### src/sv/sft_mul.sv
// ------------------------------------------------------------------------
// Shared multiplier
// One registered product of up to 64 by 11 bits; its results are used for n*Q and
// S^2*(n-1) in turn.
// ------------------------------------------------------------------------
module sft_mul (
    input  logic        i_clk,
    input  logic [63:0] i_a,
    input  logic [10:0] i_b,
    output logic [74:0] o_p
);
    logic [74:0] r_p;

    // Product register.
    always_ff @(posedge i_clk) begin
        r_p <= {11'd0, i_a} * {64'd0, i_b};
    end

    assign o_p = r_p;
endmodule

### config.mk
export PLATFORM = sky130hd
export DESIGN_NAME = sft_mul
export DESIGN_NICKNAME = d
export VERILOG_FILES = /design/src/sv/sft_mul.sv
export SDC_FILE = /design/constraint.sdc
export NUM_CORES = 2
export LEC_CHECK = 0
export BUFFER_PORTS_ARGS = -buffer_cell sky130_fd_sc_hd__clkbuf_2
export CAP_MARGIN = 25
export CORE_MARGIN = 1
export CORE_UTILIZATION = 58
export CTS_CLUSTER_DIAMETER = 120
export DETAILED_ROUTE_END_ITERATION = 16
export PLACE_DENSITY = 0.82
export SLEW_MARGIN = 15
export SYNTH_ARGS = -nofsm -noshare
export SYNTH_HDL_FRONTEND = slang
export SYNTH_SLANG_ARGS = --single-unit
### constraint.sdc
create_clock -name i_clk -period 6.6 [get_ports i_clk]
set_input_delay 1.32 -clock i_clk [delete_from_list [all_inputs] [get_ports i_clk]]
set_output_delay 1.32 -clock i_clk [all_outputs]
set_load 0.01 [all_outputs]
==> reports/summary.txt <==
Run status -> complete, but fails checks
Violated checks -> negative setup slack
Reported max-cap violation count -> 0
Proportion of synthesized chip area in sequential cells -> 6.48%
Most used flip-flop cell after synthesis -> sky130_fd_sc_hd__dfxtp_1
Critical path required time -> 6.88 ns
Via count of the first global-routing pass -> 22500
Share of synthesized flip-flops with an asynchronous set or reset -> 0%
Routed wire per std cell -> 20.9 um
Global-route wire length before repair -> 117000 um
Crit. path cell count -> 25
Detailed-routing iteration count for the pre-antenna-repair pass -> 6
Remaining Overflow, GRT -> 0
Die area -> 40800 um^2
Net count, final -> 3770
Worst Tran Pin Value -> 0.603 ns
I/O Pins -> 151
Class of the most critical hold timing path -> input port to flip-flop
Die W -> 202 um
Worst slack at placement -> -0.890 ns
CTS tree -> built
Final worst-path cycle share -> 102%
Post-DRT Antenna Nets -> 0
Total Routing Usage GR -> 37.1%
Number of buffers inserted by hold repair at cts -> 0
Initial antenna violation count -> 1
Count of endpoints failing setup in the final report -> 8
Worst Path Class, Setup -> input port to flip-flop
Final hold violations -> 0
Number of distinct library cells after synthesis -> 65
Effective utilization at floorplan -> 59.4%
Number of placement rows -> 72
Post-route DRC -> 0
Final period demand of the worst path -> 6.73 ns
Cell with the biggest individual delay on the critical path -> sky130_fd_sc_hd__fa_1
Max FFs per register -> 75
Area leader, netlist -> sky130_fd_sc_hd__fa_1
Combined area of all synthesized cells -> 23200 um^2
Post-DP HPWL -> 56700 um
Number of H-tree levels -> 3
Die Span Y -> 202 um
CTS root buffer -> sky130_fd_sc_hd__clkbuf_16
Cells after synthesis -> 2644
Delay of the slowest cell on the worst path -> 0.53 ns
Leading post-synthesis cells by cell area -> sky130_fd_sc_hd__fa_1 48%, sky130_fd_sc_hd__nand2_1 8.4%, sky130_fd_sc_hd__inv_1 7.1%
Mean cell area of the mapped netlist -> 8.77 um^2
Post-Syn Nets -> 3390
Number of buffers on the longest clock path -> 2
Data arrival at the endpoint of the critical path -> 7.02 ns
Drt first-iter violations -> 1769
Most frequent standard cell in the layout excluding fill and tap cells -> sky130_fd_sc_hd__fa_1
Number of synthesized flops with an enable pin -> 0
Total clock sinks -> 75
Post-synthesis to final-layout area growth -> 23.7%
Commonest cells after routing, fill and taps aside -> 537 x sky130_fd_sc_hd__fa_1, 506 x sky130_fd_sc_hd__nand2_1, 426 x sky130_fd_sc_hd__inv_1
Routed wire length -> 74300 um
Number of port buffers -> 150
Combined buffer and inverter count along the critical path -> 9
Fill cells -> 2577
Worst setup margin -> -0.135 ns
Vias -> 20800
Hold Path Origin -> i_a[0]
TritonCTS Buffers -> 9
Max-slew violations -> 0
Routability congestion estimate from global placement -> 1.02
Area share of the leading cell type in the synthesized netlist -> 48.1%
Kind of end point of the critical path -> flip-flop
Cell mode on critical path -> sky130_fd_sc_hd__fa_1
End point of the worst hold path -> o_p[0]
Kind of start point of the critical path -> input port
Register clock-pin slew on the reported worst setup and hold paths -> 0.07 ns
Fmax -> 148 MHz
Share of cells above drive strength 1 -> 23.7%
Post-synthesis sequential element count -> 75
Hold Path Depth -> 3
Slew HR -> 59.7%
Core ar. -> 39000 um^2
Kind of cell with the highest combined delay on the critical path -> adder cells
Via count normalized by instance count -> 5.85
Unrepaired setup endpoints after global routing -> yes
Max Fanout on Critical Path -> 6
Warnings, synthesis -> 0
Maximum number of pins on one net before global-route repair -> 30
==> logic make-up (layout without fill, tap and decap cells) <==
kind of cell             count (synthesis)  count (layout)  share of synthesized area, %
other                                    0               1                             0
adder cells (fa/ha/maj)                670             670                          54.2
AND/OR/NAND/NOR                        936             936                          19.1
AO/OA/AOI/OAI                          272             272                          7.43
buffers and inverters                  622            1007                          10.1
XOR/XNOR                                66              66                          2.49
flip-flops                              75              75                          6.48
multiplexers                             3               3                         0.135
==> cells in the mapped netlist, drive strengths merged, types with 7 or more instances <==
cell type    n
a211oi       9
a21o        22
a21oi      108
and2       262
buf          9
clkbuf     176
dfxtp       75
fa         557
ha         113
inv        437
nand2      520
nand2b       7
nand3       16
nand4       35
nor2        52
nor3        20
o21a        10
o21ai       56
o21bai      24
xnor2       46
xor2        20
==> repair_timing <==
item | 4_1_cts | 5_1_grt
gates resized for setup | 102 | 146
buffers inserted | 32 | 20
pin swaps | 70 | 112
setup endpoints to repair | 22 | 33
gates cloned | 5 | 4
==> layout make-up <==
| cell class | count | area [um^2] | share of cell area (%) |
|---|---|---|---|
| diodes | 1 | 2.50 | 0.00872 |
| clock buffers | 11 | 243 | 0.846 |
| clock inverters | 5 | 52.6 | 0.183 |
| inverters | 437 | 1640 | 5.72 |
| multi-input cells | 1947 | 20100 | 70.2 |
| flip-flops and latches | 75 | 1500 | 5.23 |
| well taps | 518 | 648 | 2.26 |
| repair buffers | 554 | 4450 | 15.5 |
==> worst max path at each step <==
stage	startpoint	end
global route	i_b[5]	o_p[74]
finish	i_b[5]	o_p[72]
global placement	i_b[2]	o_p[72]
floorplan	i_b[8]	o_p[72]
detailed placement	i_b[2]	o_p[70]
CTS	i_b[5]	o_p[74]
==> layer usage <==
layer | share of wire, % | GRT usage (%) | up-vias
met2 | 47 | 61.4 | 1481
met4 | 6.8 | 20.6 | 0
li1 | - | - | 8706
met3 | 12 | 9.88 | 377
met1 | 34 | 43.9 | 10200
met5 | 0 | 0 | -
==> through the flow <==
stage	TNS (ns)	hold slack (ns)	utilization [%]	std cells	area, um^2
final	-0.451	1.35	73.5	3548	28700
after CTS	-0.0997	1.33	71.6	3524	27900
after global placement	-15.31	1.71	68.5	3474	26700
after floorplan	-0.0126	1.45	-	2644	23200
after global routing	-2.43	1.37	73.5	3548	28700
after detailed placement	-18.72	1.71	68.5	3474	26700
Power is left out: the tool's default activity adds up to more than one toggle a clock period on the data nets, which glitch-free logic cannot reach.
